### src/sv/gvq_pkg.sv
`timescale 1ns / 1ps
// ---------------------------------------------------------------------------
// gvq_pkg: shared types and constants of the grid value class quantizer
// Register indexes, mode codes and the structs that travel down the pipeline.
// ---------------------------------------------------------------------------
package gvq_pkg;

   localparam logic [2:0] REG_MODE      = 3'd0;
   localparam logic [2:0] REG_MIN_VALUE = 3'd1;
   localparam logic [2:0] REG_MAX_VALUE = 3'd2;
   localparam logic [2:0] REG_NUM_CLASS = 3'd3;
   localparam logic [2:0] REG_BND_COUNT = 3'd4;

   localparam logic [1:0] MODE_INTEGER  = 2'd0;
   localparam logic [1:0] MODE_LINEAR   = 2'd1;
   localparam logic [1:0] MODE_BOUNDARY = 2'd2;

   localparam logic [7:0] CLASS_LIMIT   = 8'd254;

   // Control and side results that ride along with the divider stages.
   typedef struct packed {
      logic       valid;
      logic [1:0] mode;
      logic       missing;
      logic       int_small;
      logic       int_single;
      logic [7:0] int_low;
      logic       lin_zero;
      logic       lin_cap;
      logic [7:0] cnt_m1;
      logic       bnd_draw;
      logic [7:0] bnd_class;
   } gvq_ctl_type;

   // Working state of the linear divider and the integer modulo unit.
   typedef struct packed {
      logic [31:0] lin_rem;
      logic [7:0]  lin_bits;
      logic [31:0] lin_div;
      logic [7:0]  lin_quo;
      logic [7:0]  int_rem;
      logic [15:0] int_bits;
      logic [7:0]  int_div;
   } gvq_div_type;

endpackage

### src/sv/grid_value_class_quantizer.sv
`timescale 1ns / 1ps
// ---------------------------------------------------------------------------
// grid_value_class_quantizer: density slicing colour class quantizer
// Maps signed Q16.16 cell values to colour classes in integer, linear or
// boundary table mode; load items fill the boundary table.
// ---------------------------------------------------------------------------
// The block accepts one item every cycle unless a result stall holds it, and
// passes each classify item through an input stage, an offset and compare
// stage, a multiply and search stage, eight restoring divider stages that
// produce the linear quotient and the integer wrap modulo, and the output
// register. Load items write the table at their transfer and give no result.
// A stall on the result side holds the whole pipeline.
module grid_value_class_quantizer #(
   parameter int MAX_BOUNDARIES = 16
) (
   input  logic               clock,
   input  logic               reset,
   input  logic               req_valid,
   output logic               req_stall,
   input  logic               req_cmd,
   input  logic [3:0]         req_entry_index,
   input  logic signed [31:0] req_cell_value,
   input  logic               req_cell_missing,
   output logic               rsp_valid,
   input  logic               rsp_stall,
   output logic [7:0]         rsp_class_index,
   output logic               rsp_draw,
   input  logic               csr_psel,
   input  logic               csr_penable,
   input  logic               csr_pwrite,
   input  logic [4:0]         csr_paddr,
   input  logic [31:0]        csr_pwdata,
   output logic [31:0]        csr_prdata,
   output logic               csr_pready
);

   localparam int IW = (MAX_BOUNDARIES > 1) ? $clog2(MAX_BOUNDARIES) : 1;
   localparam int NW = $clog2(MAX_BOUNDARIES + 1);
   localparam int NDIV = 8;

   // Configuration registers.
   logic [1:0]         mode_ff;
   logic signed [31:0] min_ff;
   logic signed [31:0] max_ff;
   logic [7:0]         ncls_ff;
   logic [4:0]         bcnt_ff;
   logic               csr_wr;

   assign csr_pready = 1'b1;
   assign csr_wr = csr_psel & csr_penable & csr_pwrite;

   always_ff @(posedge clock) begin
      if (reset) begin
         mode_ff <= gvq_pkg::MODE_LINEAR;
         min_ff  <= 32'sd0;
         max_ff  <= 32'sd65536;
         ncls_ff <= 8'd16;
         bcnt_ff <= 5'd0;
      end else if (csr_wr) begin
         case (csr_paddr[4:2])
            gvq_pkg::REG_MODE:      mode_ff <= csr_pwdata[1:0];
            gvq_pkg::REG_MIN_VALUE: min_ff  <= csr_pwdata;
            gvq_pkg::REG_MAX_VALUE: max_ff  <= csr_pwdata;
            gvq_pkg::REG_NUM_CLASS: ncls_ff <= csr_pwdata[7:0];
            gvq_pkg::REG_BND_COUNT: bcnt_ff <= csr_pwdata[4:0];
            default: ;
         endcase
      end
   end

   always_comb begin
      case (csr_paddr[4:2])
         gvq_pkg::REG_MODE:      csr_prdata = {30'd0, mode_ff};
         gvq_pkg::REG_MIN_VALUE: csr_prdata = min_ff;
         gvq_pkg::REG_MAX_VALUE: csr_prdata = max_ff;
         gvq_pkg::REG_NUM_CLASS: csr_prdata = {24'd0, ncls_ff};
         gvq_pkg::REG_BND_COUNT: csr_prdata = {27'd0, bcnt_ff};
         default:                csr_prdata = 32'd0;
      endcase
   end

   // Effective class count and boundary count.
   logic [7:0]    cnt;
   logic [NW-1:0] nbnd;

   always_comb begin
      if (ncls_ff == 8'd0) begin
         cnt = 8'd1;
      end else if (ncls_ff > gvq_pkg::CLASS_LIMIT) begin
         cnt = gvq_pkg::CLASS_LIMIT;
      end else begin
         cnt = ncls_ff;
      end
      if (32'(bcnt_ff) > MAX_BOUNDARIES) begin
         nbnd = NW'(MAX_BOUNDARIES);
      end else begin
         nbnd = NW'(bcnt_ff);
      end
   end

   // Handshake: the pipeline moves unless the output register holds a stalled result.
   logic adv;
   logic req_xfer;
   logic out_valid_ff;

   assign req_stall = out_valid_ff & rsp_stall;
   assign adv = ~req_stall;
   assign req_xfer = req_valid & ~req_stall;

   // Boundary table, written by load items at their transfer.
   logic signed [31:0] tbl_ff [MAX_BOUNDARIES];

   always_ff @(posedge clock) begin
      if (req_xfer && !req_cmd && (32'(req_entry_index) < MAX_BOUNDARIES)) begin
         tbl_ff[IW'(req_entry_index)] <= req_cell_value;
      end
   end

   // Stage 0: input register.
   logic               s0_valid_ff;
   logic signed [31:0] s0_val_ff;
   logic               s0_miss_ff;

   always_ff @(posedge clock) begin
      if (reset) begin
         s0_valid_ff <= 1'b0;
      end else if (adv) begin
         s0_valid_ff <= req_xfer & req_cmd;
      end
   end

   always_ff @(posedge clock) begin
      if (adv) begin
         s0_val_ff  <= req_cell_value;
         s0_miss_ff <= req_cell_missing;
      end
   end

   // Stage 1: offset, range and the parallel boundary compare.
   logic                      s1_valid_ff;
   logic                      s1_miss_ff;
   logic [1:0]                s1_mode_ff;
   logic signed [32:0]        s1_off_ff;
   logic signed [32:0]        s1_rng_ff;
   logic [MAX_BOUNDARIES-1:0] s1_gt_ff;
   logic                      s1_ge0_ff;
   logic [MAX_BOUNDARIES-1:0] gt_in;

   always_comb begin
      for (int i = 0; i < MAX_BOUNDARIES; i++) begin
         gt_in[i] = (s0_val_ff > tbl_ff[i]);
      end
   end

   always_ff @(posedge clock) begin
      if (reset) begin
         s1_valid_ff <= 1'b0;
      end else if (adv) begin
         s1_valid_ff <= s0_valid_ff;
      end
   end

   always_ff @(posedge clock) begin
      if (adv) begin
         s1_miss_ff <= s0_miss_ff;
         s1_mode_ff <= mode_ff;
         s1_off_ff  <= 33'(s0_val_ff) - 33'(min_ff);
         s1_rng_ff  <= 33'(max_ff) - 33'(min_ff);
         s1_gt_ff   <= gt_in;
         s1_ge0_ff  <= (s0_val_ff >= tbl_ff[0]);
      end
   end

   // Stage 2: class flags, the count multiply and the first-match search.
   gvq_pkg::gvq_ctl_type s2_ctl_in;
   gvq_pkg::gvq_div_type s2_div_in;
   gvq_pkg::gvq_ctl_type ctl_ff [NDIV+1];
   gvq_pkg::gvq_div_type div_ff [NDIV+1];
   logic [15:0]          icls;
   logic [31:0]          offp;
   logic [39:0]          num;
   logic                 found;
   logic [IW-1:0]        hit;

   always_comb begin
      offp = s1_off_ff[31:0];
      icls = s1_off_ff[32] ? 16'd0 : offp[31:16];
      num  = 40'(cnt) * 40'(offp);
      found = 1'b0;
      hit = '0;
      for (int i = MAX_BOUNDARIES - 1; i >= 0; i--) begin
         if (!s1_gt_ff[i] && (i < 32'(nbnd))) begin
            found = 1'b1;
            hit = IW'(i);
         end
      end

      s2_ctl_in.valid      = s1_valid_ff;
      s2_ctl_in.mode       = s1_mode_ff;
      s2_ctl_in.missing    = s1_miss_ff;
      s2_ctl_in.int_small  = (icls < {8'd0, cnt});
      s2_ctl_in.int_single = (cnt == 8'd1);
      s2_ctl_in.int_low    = icls[7:0];
      s2_ctl_in.lin_zero   = s1_off_ff[32] || (s1_off_ff == 33'sd0) ||
                             s1_rng_ff[32] || (s1_rng_ff == 33'sd0);
      s2_ctl_in.lin_cap    = (offp >= s1_rng_ff[31:0]);
      s2_ctl_in.cnt_m1     = cnt - 8'd1;
      s2_ctl_in.bnd_draw   = (32'(nbnd) >= 2) && s1_ge0_ff && found;
      s2_ctl_in.bnd_class  = (hit == '0) ? 8'd0 : 8'(hit - IW'(1));

      // Since the offset stays below the range here, cnt * offset >> 8 is
      // below the range and the quotient fits eight bits.
      s2_div_in.lin_rem  = num[39:8];
      s2_div_in.lin_bits = num[7:0];
      s2_div_in.lin_div  = s1_rng_ff[31:0];
      s2_div_in.lin_quo  = 8'd0;
      s2_div_in.int_rem  = 8'd0;
      s2_div_in.int_bits = icls;
      s2_div_in.int_div  = cnt - 8'd1;
   end

   always_ff @(posedge clock) begin
      if (reset) begin
         ctl_ff[0].valid <= 1'b0;
      end else if (adv) begin
         ctl_ff[0] <= s2_ctl_in;
         div_ff[0] <= s2_div_in;
      end
   end

   // Divider stages.
   for (genvar g = 0; g < NDIV; g++) begin : g_div
      gvq_div_stage u_stage (
         .clock  (clock),
         .reset  (reset),
         .adv    (adv),
         .ctl_in (ctl_ff[g]),
         .div_in (div_ff[g]),
         .ctl_ff (ctl_ff[g+1]),
         .div_ff (div_ff[g+1])
      );
   end

   // Output stage: pick the result of the active mode.
   gvq_pkg::gvq_ctl_type fc;
   gvq_pkg::gvq_div_type fd;
   logic [7:0]           cls_in;
   logic                 draw_in;
   logic [7:0]           cls_ff;
   logic                 draw_ff;

   assign fc = ctl_ff[NDIV];
   assign fd = div_ff[NDIV];

   always_comb begin
      cls_in = 8'd0;
      draw_in = 1'b0;
      if (!fc.missing) begin
         case (fc.mode)
            gvq_pkg::MODE_INTEGER: begin
               draw_in = 1'b1;
               if (fc.int_small) begin
                  cls_in = fc.int_low;
               end else if (fc.int_single) begin
                  cls_in = 8'd0;
               end else begin
                  cls_in = fd.int_rem;
               end
            end
            gvq_pkg::MODE_LINEAR: begin
               draw_in = 1'b1;
               if (fc.lin_zero) begin
                  cls_in = 8'd0;
               end else if (fc.lin_cap || (fd.lin_quo > fc.cnt_m1)) begin
                  cls_in = fc.cnt_m1;
               end else begin
                  cls_in = fd.lin_quo;
               end
            end
            gvq_pkg::MODE_BOUNDARY: begin
               draw_in = fc.bnd_draw;
               cls_in = fc.bnd_draw ? fc.bnd_class : 8'd0;
            end
            default: begin
               draw_in = 1'b0;
               cls_in = 8'd0;
            end
         endcase
      end
   end

   always_ff @(posedge clock) begin
      if (reset) begin
         out_valid_ff <= 1'b0;
      end else if (adv) begin
         out_valid_ff <= fc.valid;
      end
   end

   always_ff @(posedge clock) begin
      if (adv) begin
         cls_ff  <= cls_in;
         draw_ff <= draw_in;
      end
   end

   assign rsp_valid = out_valid_ff;
   assign rsp_class_index = cls_ff;
   assign rsp_draw = draw_ff;

`ifndef SYNTHESIS
   a_nodraw_zero: assert property (@(posedge clock) disable iff (reset)
      (rsp_valid && !rsp_draw) |-> (rsp_class_index == 8'd0))
      else $error("undrawn result carries a nonzero class");

   a_stall_cause: assert property (@(posedge clock) disable iff (reset)
      req_stall |-> (out_valid_ff && rsp_stall))
      else $error("input stalled without a waiting result");

   a_linear_cap: assert property (@(posedge clock) disable iff (reset)
      (rsp_valid && (mode_ff == gvq_pkg::MODE_LINEAR)) |->
      (rsp_class_index <= cnt - 8'd1))
      else $error("linear class beyond the class count");
`endif

endmodule

### src/sv/gvq_div_stage.sv
`timescale 1ns / 1ps
// ---------------------------------------------------------------------------
// gvq_div_stage: one register stage of the shared division pipeline
// Performs one restoring step of the linear quotient and two restoring
// steps of the integer class modulo.
// ---------------------------------------------------------------------------
module gvq_div_stage (
   input  logic                 clock,
   input  logic                 reset,
   input  logic                 adv,
   input  gvq_pkg::gvq_ctl_type ctl_in,
   input  gvq_pkg::gvq_div_type div_in,
   output gvq_pkg::gvq_ctl_type ctl_ff,
   output gvq_pkg::gvq_div_type div_ff
);

   gvq_pkg::gvq_div_type div_in_next;
   logic [32:0] lin_t;
   logic [8:0]  int_t0;
   logic [8:0]  int_t1;
   logic [7:0]  int_r0;
   logic        lin_bit;

   always_comb begin
      div_in_next = div_in;
      lin_t = {div_in.lin_rem, div_in.lin_bits[7]};
      lin_bit = (lin_t >= {1'b0, div_in.lin_div});
      if (lin_bit) begin
         div_in_next.lin_rem = 32'(lin_t - {1'b0, div_in.lin_div});
      end else begin
         div_in_next.lin_rem = lin_t[31:0];
      end
      div_in_next.lin_bits = {div_in.lin_bits[6:0], 1'b0};
      div_in_next.lin_quo = {div_in.lin_quo[6:0], lin_bit};

      int_t0 = {div_in.int_rem, div_in.int_bits[15]};
      if (int_t0 >= {1'b0, div_in.int_div}) begin
         int_r0 = 8'(int_t0 - {1'b0, div_in.int_div});
      end else begin
         int_r0 = int_t0[7:0];
      end
      int_t1 = {int_r0, div_in.int_bits[14]};
      if (int_t1 >= {1'b0, div_in.int_div}) begin
         div_in_next.int_rem = 8'(int_t1 - {1'b0, div_in.int_div});
      end else begin
         div_in_next.int_rem = int_t1[7:0];
      end
      div_in_next.int_bits = {div_in.int_bits[13:0], 2'b00};
   end

   always_ff @(posedge clock) begin
      if (reset) begin
         ctl_ff.valid <= 1'b0;
      end else if (adv) begin
         ctl_ff <= ctl_in;
         div_ff <= div_in_next;
      end
   end

endmodule
### config.mk
export PLATFORM = sky130hd
export DESIGN_NAME = grid_value_class_quantizer
export DESIGN_NICKNAME = d
export VERILOG_FILES = /design/src/sv/gvq_pkg.sv /design/src/sv/grid_value_class_quantizer.sv /design/src/sv/gvq_div_stage.sv
export SDC_FILE = /design/constraint.sdc
export NUM_CORES = 2
export LEC_CHECK = 0
export BUFFER_PORTS_ARGS = -buffer_cell sky130_fd_sc_hd__buf_4
export CORE_MARGIN = 5
export CORE_UTILIZATION = 45
export CTS_BUF_LIST = sky130_fd_sc_hd__clkbuf_4
export DETAILED_ROUTE_END_ITERATION = 7
export HOLD_SLACK_MARGIN = 0.08
export PLACE_DENSITY = 0.62
export SLEW_MARGIN = 20
export SYNTH_ARGS = -nofsm -noshare
export SYNTH_HDL_FRONTEND = slang
export SYNTH_HIERARCHICAL = 1
export SYNTH_SLANG_ARGS = --single-unit
### constraint.sdc
create_clock -name clock -period 24.4 [get_ports clock]
set_input_delay 2.44 -clock clock [delete_from_list [all_inputs] [get_ports clock]]
set_output_delay 2.44 -clock clock [all_outputs]
set_load 0.01 [all_outputs]
==> reports/summary.txt <==
Outcome: finished clean
Die ar.: 245000 um2
PnR Total Power: 0.01083 W
Max incr delay on CP: 590 ps
Largest net degree at the start of global routing: 72
Cell Chain, Critical Path: buf_4, or4_4, nor2_2, nand2_1, o21ai_2, buf_4, nand2_1, fa_1, inv_1, fa_1, inv_1, fa_1, inv_1, ha_1, and4_1, nand3_1, a211oi_1, o2111ai_2, a31oi_2, nor4bb_4, o31a_1, nor2_1, o21ba_2, xnor2_1
Synth Instances: 9107
Clk_lat worst skew: 1440 ps
Root buf cell: clkbuf_4
Vias in the first global route: 71003
Clk pwr share: 0.233
CP required: 25520 ps
PostCTS Resize Cnt: 0
Initial antenna violation count: 8
Final period util: 0.2713
R2R Path End: div_ff[1003]
CTS clk-pin slew, worst paths: 70 ps
Reg-to-reg setup timing slack: 17780 ps
Cell family with most CP delay: adder cells
GRT Resource Usage Total: 0.2067
Hold EP: g_div[1].u_stage/div_ff[76]
Synth warn: 6
Area growth, synth to finish: 10.09%
Die width: 495.0 um
Wire per inst: 19.57 um
Final nets: 10962
Port Buffer Count: 122
LEAKAGE: 49.95 nW
CP endpoint kind: flop
Synthesized area per cell: 11.62 um2
Hpwl dp: 189800 um
DRC viols: 0
Psw: 0.003621 W
Sequential Power Share: 0.386
Core region area: 234700 um2
Hold buffer count at CTS: 0
Final setup vio count: 0
Crit Path Max Fanout: 35
Critical path buffer and inverter count: 5
Initial DRC Count: 4676
Net switching fraction of the power: 0.3344
IO Count: 126
PD cells: 92.92 nW/um2
Max Freq: 0.1510 GHz
Hold WC Path Type: reg2reg
First-pass GRT wire length: 397300 um
Routed vias: 70394
Max Root-Sink Buffers: 4
Detail-routed via count per cell: 5.372
Placed Area: 110700 um2
Slowest CP cell: or4_4
Design area: 116500 um2
Max_slew headroom: 0.2411
R2r startpoint: ncls_ff[2]
Final-layout fill cell count: 20999
Worst slew pin tran: 1138 ps
Ratio of cells with drive above 1 in the final layout: 0.1309
Number of placed instances with taps included: 12281
Min Tclk post-route: 6621 ps
Die Y-Extent: 495.0 um
Site row count: 178
Comb pwr share: 0.382
Critical path class: reg2reg
Hold path cells: 0
Fin. max-slew vios: 0
Non-filler cells in the finished layout: 13105
Arr. time, crit path: 7740 ps
Synthesized area: 105800 um2
Placer congestion estimate: 0.8929
Htree depth: 5
RSZ-0062 raised after global routing: false
Startpoint Class: flop
CTS tree: built
Sinks on Clock Net: 1784
Final hold violation count: 0
Post-DRT Antenna Nets: 0
DR pass1 iterations: 5
Internal power: 0.007206 W
Overall routed net length: 256500 um
Max-cap viol count: 0
Clock skew: 170.3 ps
WP depth: 24
Initial Utilization: 0.4509
R2R cell count: 24
Num CTS Buffers: 471
Post-CTS Setup Bufs: 0
Max VDD drop: 0.06132 mV
Worst hold slack: 328.6 ps
Start point of the worst hold path: g_div[0].u_stage/div_ff[75]
Global route total overflow: 0
Setup TNS: 0 ps
==> flip-flops by register name, summed over array words and instances (netlist names), 2 cells and up <==
signal and flops:
g_div.u_stage/div_ff 688, tbl_ff 512, g_div.u_stage/ctl_ff 264, div_ff 89
s1_off_ff 33, s1_rng_ff 33, max_ff 32, min_ff 32
s0_val_ff 32, ctl_ff 21, s1_gt_ff 16, ncls_ff 8
rsp_class_index 8, bcnt_ff 5, mode_ff 2, s1_mode_ff 2
==> power by group through the flow <==
stage,clock network [W],logic [W],registers (W)
final,0.00252,0.00413,0.00417
after global routing,0.00278,0.00457,0.00421
after CTS,0.00262,0.00413,0.00418
after detailed placement,0,0.00410,0.00424
after global placement,0,0.00402,0.00423
after floorplan,0,0.00331,0.00412
==> worst max path at each step <==
stage | to | startpoint | slack (ps)
floorplan | g_div[0].u_stage/ctl_ff[0] | rsp_stall | 12240
global placement | div_ff[1003] | ncls_ff[2] | 17880
detailed placement | div_ff[1003] | ncls_ff[2] | 17790
CTS | div_ff[1003] | ncls_ff[2] | 17760
global route | div_ff[1003] | ncls_ff[2] | 17430
finish | div_ff[1003] | ncls_ff[2] | 17780
==> area by class of cell <==
| class | count | area (um2) | share of cell area |
|---|---|---|---|
| diodes | 13 | 32.53 | 0.0002792 |
| clock buffers | 665 | 4992 | 0.04285 |
| clock inverters | 145 | 777.0 | 0.006668 |
| inverters | 1238 | 4647 | 0.03988 |
| multi-input cells | 5907 | 47930 | 0.4114 |
| flip-flops and latches | 1784 | 52660 | 0.4519 |
| well taps | 3150 | 3941 | 0.03383 |
| repair buffers | 203 | 1536 | 0.01319 |
==> stage by stage <==
step | util | setup WS [ps]
finish | 0.4964 | 17780
global route | 0.4964 | 17430
CTS | 0.4962 | 17760
detailed placement | 0.4716 | 17790
global placement | 0.4715 | 17880
floorplan | - | 12240
==> layout by cell type, fill, tap and decap left out, types with 226 or more instances in the layout <==
cell / n
edfxtp_1: 1693
a21o_1: 340
nand2_1: 515
and2_1: 226
clkbuf_4: 665
o21ai_0: 304
ha_1: 1070
nor2_1: 366
inv_1: 1237
a21oi_1: 587
==> per-layer routing <==
metal / vias to the layer above / global-route usage / wire length [um]
met2: 1824 / 0.3313 / 117400
met4: 2 / 0.07282 / 8060
met3: 456 / 0.03686 / 13860
li1: 34087 / - / -
met1: 34025 / 0.2837 / 117200
met5: - / 0 / 11
==> worst register-to-register path, delay by kind of cell, from the launching register on <==
| kind | cells | cell delay, ps |
|---|---|---|
| compound gates | 6 | 1490 |
| fa+ha+maj | 4 | 1890 |
| xor+xnor | 1 | 130 |
| flops | 1 | 320 |
| buf+inv | 5 | 790 |
| simple gates | 8 | 1740 |
(Power assumes the default switching activity.)
